## src/rtl/arp_pkg.sv

```systemverilog
// package: shared constants, codes and result type of the arp resolver cache
package arp_pkg;

  localparam int unsigned CACHE_ENTRIES_DEF   = 16;
  localparam int unsigned PENDING_ENTRIES_DEF = 16;
  localparam int unsigned TAG_BITS_DEF        = 8;
  localparam int unsigned MAX_RESULTS         = 16;

  localparam logic [47:0] BCAST_MAC = 48'hFFFF_FFFF_FFFF;

  localparam logic [1:0] OP_RX_REQ = 2'd0;
  localparam logic [1:0] OP_RX_REP = 2'd1;
  localparam logic [1:0] OP_SEND   = 2'd2;

  localparam logic [2:0] ACT_NONE    = 3'd0;
  localparam logic [2:0] ACT_REPLY   = 3'd1;
  localparam logic [2:0] ACT_REQUEST = 3'd2;
  localparam logic [2:0] ACT_SEND    = 3'd3;
  localparam logic [2:0] ACT_INVALID = 3'd4;
  localparam logic [2:0] ACT_FULL    = 3'd5;

  localparam logic [1:0] REG_OWN_IP   = 2'd0;
  localparam logic [1:0] REG_OWN_MAC  = 2'd1;
  localparam logic [1:0] REG_SUB_MASK = 2'd2;

  typedef struct packed {
    logic [2:0]  action;
    logic [47:0] dest_mac;
    logic [31:0] dest_ip;
    logic [7:0]  out_tag;
    logic [15:0] out_type;
  } res_t;

endpackage

```

## src/rtl/arp_if.sv

```systemverilog
// interfaces: request and result channels of the arp resolver cache
interface arp_in_if;
  logic        valid;
  logic        ready;
  logic [1:0]  opcode;
  logic [31:0] ip_addr;
  logic [47:0] mac_addr;
  logic [31:0] target_ip;
  logic [7:0]  packet_tag;
  logic [15:0] pkt_type;
  modport source (output valid, opcode, ip_addr, mac_addr, target_ip, packet_tag, pkt_type,
                  input ready);
  modport sink (input valid, opcode, ip_addr, mac_addr, target_ip, packet_tag, pkt_type,
                output ready);
endinterface

interface arp_out_if;
  logic        valid;
  logic        ready;
  logic [2:0]  action;
  logic [47:0] dest_mac;
  logic [31:0] dest_ip;
  logic [7:0]  out_tag;
  logic [15:0] out_type;
  logic        last;
  modport source (output valid, action, dest_mac, dest_ip, out_tag, out_type, last,
                  input ready);
  modport sink (input valid, action, dest_mac, dest_ip, out_tag, out_type, last,
                output ready);
endinterface

```

## src/rtl/arp_resolver_cache.sv

```systemverilog
// top level: arp cache, responder and pending packet queue
// One request is taken at a time. The cache sits in a memory and every lookup scans it one
// entry per cycle. A received reply walks the pending queue and looks up each queued entry
// until MAX_RESULTS results have been sent; entries that miss or are not looked up stay queued.
// Results go through an output register, so a waiting result does not stop the walk
// until a second one is ready. There is no clearing pass after reset.
module arp_resolver_cache #(
  parameter int unsigned CACHE_ENTRIES   = arp_pkg::CACHE_ENTRIES_DEF,
  parameter int unsigned PENDING_ENTRIES = arp_pkg::PENDING_ENTRIES_DEF,
  parameter int unsigned TAG_BITS        = arp_pkg::TAG_BITS_DEF
) (
  input  logic        clk,
  input  logic        rst_n,
  arp_in_if.sink      in_req,
  arp_out_if.source   out_res,
  input  logic        cfg_we,
  input  logic [1:0]  cfg_idx,
  input  logic [47:0] cfg_data
);

  localparam int unsigned IW = $clog2(CACHE_ENTRIES);
  localparam int unsigned SW = $clog2(CACHE_ENTRIES + 1);
  localparam int unsigned PW = (PENDING_ENTRIES > 1) ? $clog2(PENDING_ENTRIES) : 1;
  localparam int unsigned CW = $clog2(PENDING_ENTRIES + 1);
  localparam int unsigned NW = $clog2(arp_pkg::MAX_RESULTS + 1);

  typedef enum logic [7:0] {
    ST_IDLE  = 8'b0000_0001,
    ST_SCAN  = 8'b0000_0010,
    ST_STORE = 8'b0000_0100,
    ST_SDEC  = 8'b0000_1000,
    ST_RSEL  = 8'b0001_0000,
    ST_RWAIT = 8'b0010_0000,
    ST_RDEC  = 8'b0100_0000,
    ST_FIN   = 8'b1000_0000
  } state_t;

  state_t state_r;

  logic [31:0] own_ip_r, mask_r;
  logic [47:0] own_mac_r;

  logic [1:0]          op_r;
  logic [31:0]         ip_r, tip_r;
  logic [47:0]         mac_r;
  logic [TAG_BITS-1:0] tag_r;
  logic [15:0]         type_r;

  logic [31:0] cache_ip_mem  [CACHE_ENTRIES];
  logic [47:0] cache_mac_mem [CACHE_ENTRIES];
  logic [31:0] cache_ip_q;
  logic [47:0] cache_mac_q;
  logic [CACHE_ENTRIES-1:0] vld_r;
  logic [IW-1:0] rp_r;

  logic [31:0]         pend_ip_mem   [PENDING_ENTRIES];
  logic [TAG_BITS-1:0] pend_tag_mem  [PENDING_ENTRIES];
  logic [15:0]         pend_type_mem [PENDING_ENTRIES];
  logic [31:0]         pend_ip_q;
  logic [TAG_BITS-1:0] pend_tag_q;
  logic [15:0]         pend_type_q;
  logic [CW-1:0]       cnt_r, ri_r, w_r;

  logic [31:0]   scan_ip_r;
  logic [SW-1:0] iss_r;
  logic          cmp_v_r;
  logic [IW-1:0] cmp_idx_r;
  logic          rel_r;
  logic          hit_r;
  logic [IW-1:0] hit_idx_r;
  logic [47:0]   hit_mac_r;

  arp_pkg::res_t   hold_r;
  logic            hold_v_r;
  logic [NW-1:0]   n_r;

  logic            out_v_r, out_last_r;
  arp_pkg::res_t   out_q_r;

  logic            out_free, push_en, push_last;
  arp_pkg::res_t   push_res;
  logic            scan_hit, scan_end, scan_issue;
  logic            c_we;
  logic [IW-1:0]   c_waddr;
  logic            p_we, p_re;
  logic [PW-1:0]   p_waddr, p_raddr;
  logic [31:0]     p_wip;
  logic [TAG_BITS-1:0] p_wtag;
  logic [15:0]     p_wtype;

  logic [31:0]   in_host;
  logic          in_is_host, in_is_bcast, accept;
  logic [15:0]   in_tag16;
  logic [TAG_BITS-1:0] in_tag;

  function automatic logic [7:0] tag_out(input logic [TAG_BITS-1:0] t);
    logic [15:0] w;
    w = 16'(t);
    return w[7:0];
  endfunction

  assign accept      = in_req.valid && in_req.ready;
  assign in_req.ready = (state_r == ST_IDLE);
  assign in_host     = in_req.ip_addr & ~mask_r;
  assign in_is_host  = (in_host != 32'd0) && (in_host != ~mask_r);
  assign in_is_bcast = (in_req.ip_addr == ((in_req.ip_addr & mask_r) | ~mask_r));
  assign in_tag16    = {8'd0, in_req.packet_tag};
  assign in_tag      = in_tag16[TAG_BITS-1:0];

  assign out_free = !out_v_r || out_res.ready;
  assign scan_hit = cmp_v_r && vld_r[cmp_idx_r] && (cache_ip_q == scan_ip_r);
  assign scan_end = cmp_v_r && (cmp_idx_r == IW'(CACHE_ENTRIES - 1));
  assign scan_issue = (state_r == ST_SCAN) && !scan_hit && !scan_end &&
                      (iss_r < SW'(CACHE_ENTRIES));

  // memory and output control
  always_comb begin
    c_we     = (state_r == ST_STORE);
    c_waddr  = hit_r ? hit_idx_r : rp_r;
    p_re     = (state_r == ST_RSEL) && (ri_r != cnt_r);
    p_raddr  = ri_r[PW-1:0];
    p_we     = 1'b0;
    p_waddr  = w_r[PW-1:0];
    p_wip    = pend_ip_q;
    p_wtag   = pend_tag_q;
    p_wtype  = pend_type_q;
    push_en  = 1'b0;
    push_last = 1'b0;
    push_res = hold_r;
    unique case (state_r)
      ST_SDEC: begin
        if (!hit_r && (cnt_r != CW'(PENDING_ENTRIES))) begin
          p_we    = 1'b1;
          p_waddr = cnt_r[PW-1:0];
          p_wip   = ip_r;
          p_wtag  = tag_r;
          p_wtype = type_r;
        end
      end
      ST_RWAIT: p_we = (n_r == NW'(arp_pkg::MAX_RESULTS));
      ST_RDEC: begin
        p_we    = !hit_r;
        push_en = hit_r && hold_v_r && out_free;
      end
      ST_FIN: begin
        push_en   = out_free;
        push_last = 1'b1;
      end
      default: ;
    endcase
  end

  always_ff @(posedge clk) begin
    cache_ip_q  <= cache_ip_mem[iss_r[IW-1:0]];
    cache_mac_q <= cache_mac_mem[iss_r[IW-1:0]];
    if (c_we) begin
      cache_ip_mem[c_waddr]  <= ip_r;
      cache_mac_mem[c_waddr] <= mac_r;
    end
  end

  always_ff @(posedge clk) begin
    if (p_re) begin
      pend_ip_q   <= pend_ip_mem[p_raddr];
      pend_tag_q  <= pend_tag_mem[p_raddr];
      pend_type_q <= pend_type_mem[p_raddr];
    end
    if (p_we) begin
      pend_ip_mem[p_waddr]   <= p_wip;
      pend_tag_mem[p_waddr]  <= p_wtag;
      pend_type_mem[p_waddr] <= p_wtype;
    end
  end

  // output register
  always_ff @(posedge clk) begin
    if (!rst_n) begin
      out_v_r <= 1'b0;
    end else if (push_en) begin
      out_v_r <= 1'b1;
    end else if (out_res.ready) begin
      out_v_r <= 1'b0;
    end
    if (push_en) begin
      out_q_r    <= push_res;
      out_last_r <= push_last;
    end
  end

  assign out_res.valid    = out_v_r;
  assign out_res.action   = out_q_r.action;
  assign out_res.dest_mac = out_q_r.dest_mac;
  assign out_res.dest_ip  = out_q_r.dest_ip;
  assign out_res.out_tag  = out_q_r.out_tag;
  assign out_res.out_type = out_q_r.out_type;
  assign out_res.last     = out_last_r;

  // configuration
  always_ff @(posedge clk) begin
    if (!rst_n) begin
      own_ip_r  <= '0;
      own_mac_r <= '0;
      mask_r    <= '0;
    end else if (cfg_we) begin
      unique case (cfg_idx)
        arp_pkg::REG_OWN_IP:   own_ip_r  <= cfg_data[31:0];
        arp_pkg::REG_OWN_MAC:  own_mac_r <= cfg_data;
        arp_pkg::REG_SUB_MASK: mask_r    <= cfg_data[31:0];
        default: ;
      endcase
    end
  end

  // sequencer
  always_ff @(posedge clk) begin
    if (!rst_n) begin
      state_r  <= ST_IDLE;
      vld_r    <= '0;
      rp_r     <= '0;
      cnt_r    <= '0;
      cmp_v_r  <= 1'b0;
      hold_v_r <= 1'b0;
      iss_r    <= '0;
    end else begin
      cmp_v_r   <= scan_issue;
      cmp_idx_r <= iss_r[IW-1:0];
      unique case (state_r)
        ST_IDLE: begin
          if (accept) begin
            op_r      <= in_req.opcode;
            ip_r      <= in_req.ip_addr;
            mac_r     <= in_req.mac_addr;
            tip_r     <= in_req.target_ip;
            tag_r     <= in_tag;
            type_r    <= in_req.pkt_type;
            scan_ip_r <= in_req.ip_addr;
            iss_r     <= '0;
            rel_r     <= 1'b0;
            unique case (in_req.opcode)
              arp_pkg::OP_RX_REQ: begin
                hold_r <= '{arp_pkg::ACT_INVALID, 48'd0, 32'd0, 8'd0, 16'd0};
                if (in_is_host && (in_req.mac_addr != arp_pkg::BCAST_MAC)) state_r <= ST_SCAN;
                else state_r <= ST_FIN;
              end
              arp_pkg::OP_RX_REP: state_r <= ST_SCAN;
              arp_pkg::OP_SEND: begin
                if (in_is_bcast) begin
                  hold_r <= '{arp_pkg::ACT_SEND, arp_pkg::BCAST_MAC, in_req.ip_addr,
                              tag_out(in_tag), in_req.pkt_type};
                  state_r <= ST_FIN;
                end else if (in_req.ip_addr == own_ip_r) begin
                  hold_r <= '{arp_pkg::ACT_SEND, own_mac_r, in_req.ip_addr,
                              tag_out(in_tag), in_req.pkt_type};
                  state_r <= ST_FIN;
                end else begin
                  state_r <= ST_SCAN;
                end
              end
              default: begin
                hold_r  <= '{arp_pkg::ACT_INVALID, 48'd0, 32'd0, 8'd0, 16'd0};
                state_r <= ST_FIN;
              end
            endcase
          end
        end
        ST_SCAN: begin
          if (scan_hit || scan_end) begin
            hit_r     <= scan_hit;
            hit_idx_r <= cmp_idx_r;
            hit_mac_r <= cache_mac_q;
            if (rel_r) state_r <= ST_RDEC;
            else if (op_r == arp_pkg::OP_SEND) state_r <= ST_SDEC;
            else state_r <= ST_STORE;
          end else if (iss_r < SW'(CACHE_ENTRIES)) begin
            iss_r   <= iss_r + SW'(1);
          end
        end
        ST_STORE: begin
          vld_r[c_waddr] <= 1'b1;
          if (!hit_r) rp_r <= (rp_r == IW'(CACHE_ENTRIES - 1)) ? '0 : rp_r + IW'(1);
          if (op_r == arp_pkg::OP_RX_REQ) begin
            if (tip_r == own_ip_r)
              hold_r <= '{arp_pkg::ACT_REPLY, mac_r, ip_r, 8'd0, 16'd0};
            else
              hold_r <= '{arp_pkg::ACT_NONE, 48'd0, 32'd0, 8'd0, 16'd0};
            state_r <= ST_FIN;
          end else begin
            ri_r     <= '0;
            w_r      <= '0;
            n_r      <= '0;
            hold_v_r <= 1'b0;
            state_r  <= ST_RSEL;
          end
        end
        ST_SDEC: begin
          if (hit_r) begin
            hold_r <= '{arp_pkg::ACT_SEND, hit_mac_r, ip_r, tag_out(tag_r), type_r};
          end else if (cnt_r == CW'(PENDING_ENTRIES)) begin
            hold_r <= '{arp_pkg::ACT_FULL, 48'd0, ip_r, tag_out(tag_r), type_r};
          end else begin
            cnt_r  <= cnt_r + CW'(1);
            hold_r <= '{arp_pkg::ACT_REQUEST, arp_pkg::BCAST_MAC, ip_r, 8'd0, 16'd0};
          end
          state_r <= ST_FIN;
        end
        ST_RSEL: begin
          if (ri_r == cnt_r) begin
            cnt_r <= w_r;
            if (!hold_v_r) hold_r <= '{arp_pkg::ACT_NONE, 48'd0, 32'd0, 8'd0, 16'd0};
            hold_v_r <= 1'b0;
            state_r  <= ST_FIN;
          end else begin
            state_r <= ST_RWAIT;
          end
        end
        ST_RWAIT: begin
          if (n_r == NW'(arp_pkg::MAX_RESULTS)) begin
            w_r     <= w_r + CW'(1);
            ri_r    <= ri_r + CW'(1);
            state_r <= ST_RSEL;
          end else begin
            scan_ip_r <= pend_ip_q;
            iss_r     <= '0;
            rel_r     <= 1'b1;
            state_r   <= ST_SCAN;
          end
        end
        ST_RDEC: begin
          if (!hit_r) begin
            w_r     <= w_r + CW'(1);
            ri_r    <= ri_r + CW'(1);
            state_r <= ST_RSEL;
          end else if (!hold_v_r || out_free) begin
            hold_r   <= '{arp_pkg::ACT_SEND, hit_mac_r, pend_ip_q, tag_out(pend_tag_q),
                          pend_type_q};
            hold_v_r <= 1'b1;
            n_r      <= n_r + NW'(1);
            ri_r     <= ri_r + CW'(1);
            state_r  <= ST_RSEL;
          end
        end
        ST_FIN: begin
          if (out_free) state_r <= ST_IDLE;
        end
        default: state_r <= ST_IDLE;
      endcase
    end
  end

endmodule

```

## src/flat_wrapper.sv

```systemverilog
// flat-port wrapper written by rule: the top's interface ports become plain ports
module arp_resolver_cache_flat 
#(
  parameter int unsigned CACHE_ENTRIES   = arp_pkg::CACHE_ENTRIES_DEF,
  parameter int unsigned PENDING_ENTRIES = arp_pkg::PENDING_ENTRIES_DEF,
  parameter int unsigned TAG_BITS        = arp_pkg::TAG_BITS_DEF
)
  (clk, rst_n, cfg_we, cfg_idx, cfg_data, in_req_valid, in_req_opcode, in_req_ip_addr, in_req_mac_addr, in_req_target_ip, in_req_packet_tag, in_req_pkt_type, in_req_ready, out_res_valid, out_res_action, out_res_dest_mac, out_res_dest_ip, out_res_out_tag, out_res_out_type, out_res_last, out_res_ready);
  arp_in_if in_req_i ();
  arp_out_if out_res_i ();
  input  logic clk;
  input  logic rst_n;
  input  logic cfg_we;
  input  logic [1:0] cfg_idx;
  input  logic [47:0] cfg_data;
  input wire logic [$bits(in_req_i.valid)-1:0] in_req_valid;
  input wire logic [$bits(in_req_i.opcode)-1:0] in_req_opcode;
  input wire logic [$bits(in_req_i.ip_addr)-1:0] in_req_ip_addr;
  input wire logic [$bits(in_req_i.mac_addr)-1:0] in_req_mac_addr;
  input wire logic [$bits(in_req_i.target_ip)-1:0] in_req_target_ip;
  input wire logic [$bits(in_req_i.packet_tag)-1:0] in_req_packet_tag;
  input wire logic [$bits(in_req_i.pkt_type)-1:0] in_req_pkt_type;
  output wire logic [$bits(in_req_i.ready)-1:0] in_req_ready;
  output wire logic [$bits(out_res_i.valid)-1:0] out_res_valid;
  output wire logic [$bits(out_res_i.action)-1:0] out_res_action;
  output wire logic [$bits(out_res_i.dest_mac)-1:0] out_res_dest_mac;
  output wire logic [$bits(out_res_i.dest_ip)-1:0] out_res_dest_ip;
  output wire logic [$bits(out_res_i.out_tag)-1:0] out_res_out_tag;
  output wire logic [$bits(out_res_i.out_type)-1:0] out_res_out_type;
  output wire logic [$bits(out_res_i.last)-1:0] out_res_last;
  input wire logic [$bits(out_res_i.ready)-1:0] out_res_ready;
  assign in_req_i.valid = in_req_valid;
  assign in_req_i.opcode = in_req_opcode;
  assign in_req_i.ip_addr = in_req_ip_addr;
  assign in_req_i.mac_addr = in_req_mac_addr;
  assign in_req_i.target_ip = in_req_target_ip;
  assign in_req_i.packet_tag = in_req_packet_tag;
  assign in_req_i.pkt_type = in_req_pkt_type;
  assign in_req_ready = in_req_i.ready;
  assign out_res_valid = out_res_i.valid;
  assign out_res_action = out_res_i.action;
  assign out_res_dest_mac = out_res_i.dest_mac;
  assign out_res_dest_ip = out_res_i.dest_ip;
  assign out_res_out_tag = out_res_i.out_tag;
  assign out_res_out_type = out_res_i.out_type;
  assign out_res_last = out_res_i.last;
  assign out_res_i.ready = out_res_ready;
  arp_resolver_cache #(.CACHE_ENTRIES(CACHE_ENTRIES), .PENDING_ENTRIES(PENDING_ENTRIES), .TAG_BITS(TAG_BITS)) u_core (.clk(clk), .rst_n(rst_n), .in_req(in_req_i), .out_res(out_res_i), .cfg_we(cfg_we), .cfg_idx(cfg_idx), .cfg_data(cfg_data));
endmodule
```

## config.mk

```make
export PLATFORM = sky130hd
export DESIGN_NAME = arp_resolver_cache_flat
export DESIGN_NICKNAME = d
export VERILOG_FILES = /design/src/rtl/arp_pkg.sv /design/src/rtl/arp_if.sv /design/src/rtl/arp_resolver_cache.sv /design/src/flat_wrapper.sv
export SDC_FILE = /design/constraint.sdc
export NUM_CORES = 2
export LEC_CHECK = 0
export BUFFER_PORTS_ARGS = -buffer_cell sky130_fd_sc_hd__buf_4
export CAP_MARGIN = 15
export CORE_ASPECT_RATIO = 0.5
export CORE_MARGIN = 3
export CORE_UTILIZATION = 40
export DETAILED_ROUTE_END_ITERATION = 7
export PLACE_DENSITY_LB_ADDON = 0.12
export SKIP_CTS_REPAIR_TIMING = 1
export SYNTH_ARGS = -nofsm -noshare
export SYNTH_HDL_FRONTEND = slang
export SYNTH_SLANG_ARGS = --single-unit
```

## constraint.sdc

```tcl
create_clock -name clk -period 9.9 [get_ports clk]
set_input_delay 0.495 -clock clk [delete_from_list [all_inputs] [get_ports clk]]
set_output_delay 0.495 -clock clk [all_outputs]
set_load 0.03 [all_outputs]
```

* After elaboration in Yosys (flattened, before gate mapping)
Memory sizes are Yosys's and may differ from the RTL's. A register that Yosys moved wholly into a read port is not among the register bits. Cells that the tools add are included.
Storage, ports and cells: word-level logic and storage cells 235, memories kept 5, output and inout port bits 110, RAM bits 2176, register bits after elaboration 611, bits of input ports 193
Operators by class: $lt $le $gt $ge 4, eq/ne operators 45, reduce and logical (&&, ||, !) cells 49, bitwise gates (word level) 6, $add $sub $neg 6, mux-type cells 83
Memory list:
- u_core.cache_mac_mem | depth 16, bits a word 48, read ports 1, clocked after memory_dff 1, write ports 1, line arp_resolver_cache.sv:50 | logic [47:0] cache_mac_mem [CACHE_ENTRIES];
- u_core.cache_ip_mem | depth 16, bits a word 32, read ports 1, clocked after memory_dff 1, write ports 1, line arp_resolver_cache.sv:49 | logic [31:0] cache_ip_mem [CACHE_ENTRIES];
- u_core.pend_ip_mem | depth 16, bits a word 32, read ports 1, clocked after memory_dff 1, write ports 1, line arp_resolver_cache.sv:56 | logic [31:0] pend_ip_mem [PENDING_ENTRIES];
- u_core.pend_type_mem | depth 16, bits a word 16, read ports 1, clocked after memory_dff 1, write ports 1, line arp_resolver_cache.sv:58 | logic [15:0] pend_type_mem [PENDING_ENTRIES];
- u_core.pend_tag_mem | depth 16, bits a word 8, read ports 1, clocked after memory_dff 1, write ports 1, line arp_resolver_cache.sv:57 | logic [TAG_BITS-1:0] pend_tag_mem [PENDING_ENTRIES];
Operators by type and width (number):
- 107-bit 2-to-1 mux | 10
- 107-bit one-hot mux with 5 select lines | 1
- 107-bit one-hot mux with 2 select lines | 1
- 32-bit == test | 4
- 32-bit 2-to-1 mux | 4
- 105-bit 2-to-1 mux | 1
- 8-bit 2-to-1 mux | 13
- 5-bit 2-to-1 mux | 16
- 32-bit bitwise AND | 2
- 32-bit one-hot mux with 2 select lines | 1
- 8-bit one-hot mux with 8 select lines | 1
- 48-bit != test (second input constant) | 1
- 5-bit one-hot mux with 3 select lines | 3
- 16-bit 2-to-1 mux | 2
- 32-bit != test | 1
- 32-bit inverter | 1
- 32-bit OR | 1
- 32-bit nonzero test | 1
- 2-bit != test (second input constant) | 13
- 5-bit by 1-bit adder with 5-bit output (second input constant) | 5
- 5-bit AND reduction | 5
- 8-bit one-hot mux with 3 select lines | 1
- 4-bit 2-to-1 mux | 5
- 5-bit one-hot mux with 2 select lines | 2
- other kinds (40) | 98

* Longest topological paths before layout
word-level depth 9, depth in mapped cells 9

* Worst setup path after synthesis
Ideal clock, no wire load.
path type flip-flop to flip-flop, start point register u_core.ri_r[2], end point register u_core.hold_r[0] (netlist bit) (enable), arrival time 9968 ps, buffers on the path 1, clock period less this slack 10672 ps, cell stages (with the launch flop) 7, setup slack -772 ps, library setup time 704 ps, required time 9196 ps, cells stage by stage edfxtp_1 > clkbuf_1 > xor2_1 > nor3_1 > a21oi_1 > or2_1 > nor3_1
Between the ends: longest elaborated chain between the ends 3
Ends and longest elaborated chain:
- start, declared | line arp_resolver_cache.sv:62 | logic [CW-1:0] cnt_r, ri_r, w_r;
- start signal, assigned | line arp_resolver_cache.sv:319 | ri_r <= ri_r + CW'(1);
- start signal, assigned | line arp_resolver_cache.sv:331 | ri_r <= ri_r + CW'(1);
- start signal, assigned | line arp_resolver_cache.sv:338 | ri_r <= ri_r + CW'(1);
- 5-bit == test | line arp_resolver_cache.sv:307 | if (ri_r == cnt_r) begin
- 2-bit != test (no line)
- 10-bit AND reduction (no line)
- end signal, assigned | line arp_resolver_cache.sv:299 | hold_r <= '{arp_pkg::ACT_FULL, 48'd0, ip_r, tag_out(tag_r), type_r};
- end signal, assigned | line arp_resolver_cache.sv:302 | hold_r <= '{arp_pkg::ACT_REQUEST, arp_pkg::BCAST_MAC, ip_r, 8'd0, 16'd0};
- end signal, assigned | line arp_resolver_cache.sv:309 | if (!hold_v_r) hold_r <= '{arp_pkg::ACT_NONE, 48'd0, 32'd0, 8'd0, 16'd0};
- end, declared | line arp_resolver_cache.sv:73 | arp_pkg::res_t hold_r;
Every way passes these cells. A chain may end at the register's enable or synchronous reset.

* Worst setup path in the final report
start point register u_core.state_r[3], end point memory u_core.cache_mac_mem[15][8] (enable)
Between the ends: longest elaborated chain between the ends 3
Ends and longest elaborated chain:
- start, declared | line arp_resolver_cache.sv:38 | state_t state_r;
- start signal, assigned | line arp_resolver_cache.sv:217 | state_r <= ST_IDLE;
- start signal, assigned | line arp_resolver_cache.sv:242 | if (in_is_host && (in_req.mac_addr != arp_pkg::BCAST_MAC)) state_r <= ST_SCAN;
- start signal, assigned | line arp_resolver_cache.sv:243 | else state_r <= ST_FIN;
- 8-bit by 3-bit == test with 1-bit output | line arp_resolver_cache.sv:118 | c_we = (state_r == ST_STORE);
- 1-bit 2-to-1 mux | line arp_resolver_cache.sv:156 | if (c_we) begin
- 1-bit 2-to-1 mux (implied by the code) | line arp_resolver_cache.sv:158 | cache_mac_mem[c_waddr] <= mac_r;
- end, declared | line arp_resolver_cache.sv:50
Every way passes these cells.

==> out/qor.yml <==
ys_types: 86
fp.dieW_um: 748
path_class: "register to register"
yosys_register_bits: 2923
clkTransAtPathRegs_ns: 0.07
synth_nets: 5570
pwr_density_cell_nw_per_um2: 200
grt_pass1_wl_um: 429000
setup_tns_ns: 0
synthCells: 5369
synth-edff-count: 2690
clk_latency_ns: 0.86
violations: "design-rule violations"
max-slew-margin-rel_pct: 20.6
period_share_pct: 50.2
grt_max_degree: 111
antenna_found_initial: 8
status: "finished with violations"
tightestPinTransition_ns: 1.19
critPathBufInv: 2
rr_startpoint: "u_core.state_r[3]$_SDFFE_PN0P_"
core_um2: 272000
nNetsFinal: 6185
hpwl_um: 175000
layout-drive-gt1-share_pct: 25.2
final_antenna_net_count: 0
portBuffers: 302
rsz0062_at_grt: "false"
regArea_um2: 85500
n_fill_cell: 22597
cp-end-kind: "register"
cts_tree: "built"
max_cap_viol_count: 0
synthesis.area_um2: 110000
area_delta_synth_final_pct: 15.8
r2r_end: "u_core.cache_mac_mem[15][8]$_DFFE_PP_"
fmax_mhz: 201
synthArstFlopShare_pct: 0
ios: 303
vias_per_cell: 5.65
wl_per_cell_um: 31.1
crit_required_ns: 10.36
hold_slack_ns: 0.0616
yosysSeqAreaShare_pct: 77.7
ir_worst_vdd_mv: 0.112
drc: 2
period_minus_slack_ns: 4.97
r2r_slack_ns: 4.93
yosysTopAreaCell: "edfxtp_1"
crit_path_max_fanout: 30
rr_worst_depth: 7
initial_utilization_pct: 40.4
path_delay_family: "simple AND/OR/NAND/NOR gates"
die-area_um2: 282000
critPathSlowestCell: "nor2_4"
max_stage_delay_ns: 0.97
multiInputGateArea_um2: 23300
grt.total_usage_pct: 21.3
cts_max_level: 5
yosys-top-cells-area: "edfxtp_1, mux4_2, dfxtp_1"
synth_ff_type: "edfxtp_1"
rows: 135
gp_congestion: 0.915
die_height_um: 377
vias: 55569
grt_pass1_vias: 56453
syn_avg_cell_area_um2: 20.5
setup_viol: 0
leakagePower_nw: 40.6
cts_buffers: 273
critPathLaunchType: "register"
fin_skew_ns: 0.0457
netlist.area_leader.share_pct: 73.4
slew_viol_final: 0
wl_um: 306000
clockBufferDepth: 4
min_to: "u_core.cmp_idx_r[3]$_DFFE_PP_"
crit_chain: "nor4_4, nand2_1, nor3b_1, nand2_1, nor2_4, buf_4, buf_4"
firstDrtPassIters: 8
hold_class: "input port to register"
drtIter0Drc: 6555
hold_viol_final: 0
hold_start: "rst_n"
yosys_warnings: 0
cts.sinks: 2923
clockRootBuffer: "clkbuf_16"
gr-total-overflow: 0
arrival_ns: 5.43
hold_depth: 1
per-stage QoR:
stage	instances	setup slack, ns	utilization [%]	total power [W]	cell area (um^2)
2_1_floorplan	5369	2.56	-	0.0148	110000
3_3_place_gp	9153	4.95	43.0	0.0154	117000
3_5_place_dp	9153	4.94	43.0	0.0154	117000
4_1_cts	9642	4.92	46.1	0.0257	126000
5_1_grt	9828	4.71	46.8	0.0263	127000
6_report	9830	4.93	46.8	0.0255	127000
worst register-to-register path, stage by stage, from the launching register on:
cell and delay [ns]:
dfxtp_1 0.40, nor4_4 0.42, nand2_1 0.12, nor3b_1 0.87, nand2_1 0.49, nor2_4 0.97, buf_4 0.64, buf_4 0.61
state kept, by name, indices dropped and copies added (netlist names), 48 cells and up:
signal and flops:
u_core.hit_mac_r 48, u_core.own_mac_r 48, u_core.pend_tag_mem 128, u_core.cache_mac_q 48, u_core.out_res.dest_mac 48, u_core.cache_ip_mem 512
u_core.mac_r 48, u_core.cache_mac_mem 768, u_core.pend_type_mem 256, u_core.hold_r 107, u_core.pend_ip_mem 512
worst max-delay path by stage:
stage	slack, ns	end	cells after the start	from
3_5_place_dp	4.94	u_core.cache_mac_mem[15][37]$_DFFE_PP_	7	u_core.state_r[3]$_SDFFE_PN0P_
2_1_floorplan	2.56	u_core.hold_r[0]$_DFFE_PP_	6	u_core.ri_r[2]$_SDFFCE_PP0P_
6_report	4.93	u_core.cache_mac_mem[15][8]$_DFFE_PP_	7	u_core.state_r[3]$_SDFFE_PN0P_
5_1_grt	4.71	u_core.cache_mac_mem[15][8]$_DFFE_PP_	7	u_core.state_r[3]$_SDFFE_PN0P_
4_1_cts	4.92	u_core.cache_mac_mem[15][4]$_DFFE_PP_	7	u_core.state_r[3]$_SDFFE_PN0P_
3_3_place_gp	4.95	u_core.cache_mac_mem[15][38]$_DFFE_PP_	7	u_core.state_r[3]$_SDFFE_PN0P_
cells in the final DEF (no fill, tap or decap), types with 17 or more instances in the layout:
master,synthesis,final
o211ai_1,50,50
mux4_2,683,683
dlygate4sd3_1,0,186
clkinv_2,0,44
inv_1,136,136
nand2_1,486,484
nand4_1,38,38
a21oi_1,158,157
clkbuf_16,0,281
clkbuf_1,179,70
nor4_1,19,17
o21ai_0,98,98
nor2_1,109,74
buf_4,1,418
nand3_1,24,24
xor2_1,34,34
edfxtp_1,2690,2690
xnor2_1,78,78
clkinv_1,1,43
dfxtp_1,233,229
nor2_4,0,35
a222oi_1,56,56
o22ai_1,36,36
routing by layer:
layer | part of all wire, % | wire length [um] | track usage [%] | vias to the layer above
met2 | 48 | 146000 | 34.3 | 1973
met3 | 6.4 | 19600 | 3.26 | 439
met4 | 2.9 | 8880 | 5.95 | 2
met1 | 43 | 131000 | 30.4 | 30065
li1 | - | - | - | 23090
met5 | 0.0036 | 11 | 0 | -
report_power, final:
| group | leakage [nW] | internal [W] | switching, W |
|---|---|---|---|
| logic | 10.3 | 0.000414 | 0.000618 |
| clock network | 4.17 | 0.00572 | 0.00462 |
| registers | 26.2 | 0.0138 | 0.000323 |
final cells by class:
type,count,area share (%)
Sequential cell,2923,67.1
Multi-Input combinational cell,2040,18.3
Clock buffer,365,5.88
Timing Repair Buffer,607,3.97
Tap cell,3630,3.57
Clock inverter,124,0.816
Inverter,139,0.412
Antenna cell,2,0.00393
synthesized netlist by cell type (all sizes together) (3+ instances only):
| library cell | number |
|---|---|
| inv | 138 |
| nor2 | 111 |
| nand3 | 27 |
| ha | 8 |
| nor3b | 10 |
| xnor2 | 78 |
| or2 | 4 |
| or3b | 3 |
| nand2 | 486 |
| o211ai | 50 |
| o31ai | 3 |
| and4b | 4 |
| dfxtp | 233 |
| a222oi | 56 |
| nand4 | 40 |
| clkbuf | 179 |
| nor2b | 9 |
| nand4b | 6 |
| buf | 88 |
| nor4 | 23 |
| a21oi | 160 |
| o2111ai | 3 |
| nand2b | 14 |
| edfxtp | 2690 |
| o22ai | 36 |
| a22oi | 4 |
| a2111oi | 3 |
| mux4 | 683 |
| and2 | 6 |
| or3 | 3 |
| o21ai | 110 |
| and3 | 5 |
| a31oi | 7 |
| nor3 | 14 |
| xor2 | 34 |
cell families (layout without fill, tap and decap cells):
family | count (synthesis) | after routing | share of synthesized area [%]
AO/OA/AOI/OAI | 459 | 459 | 2.67
XOR/XNOR | 112 | 112 | 0.892
adder cells (fa/ha/maj) | 8 | 8 | 0.0910
buffers and inverters | 406 | 1235 | 1.47
flip-flops | 2923 | 2923 | 77.7
multiplexers | 686 | 686 | 14.0
other | 0 | 2 | 0
AND/OR/NAND/NOR | 775 | 775 | 3.18
Power figures use the tool's default switching activity.
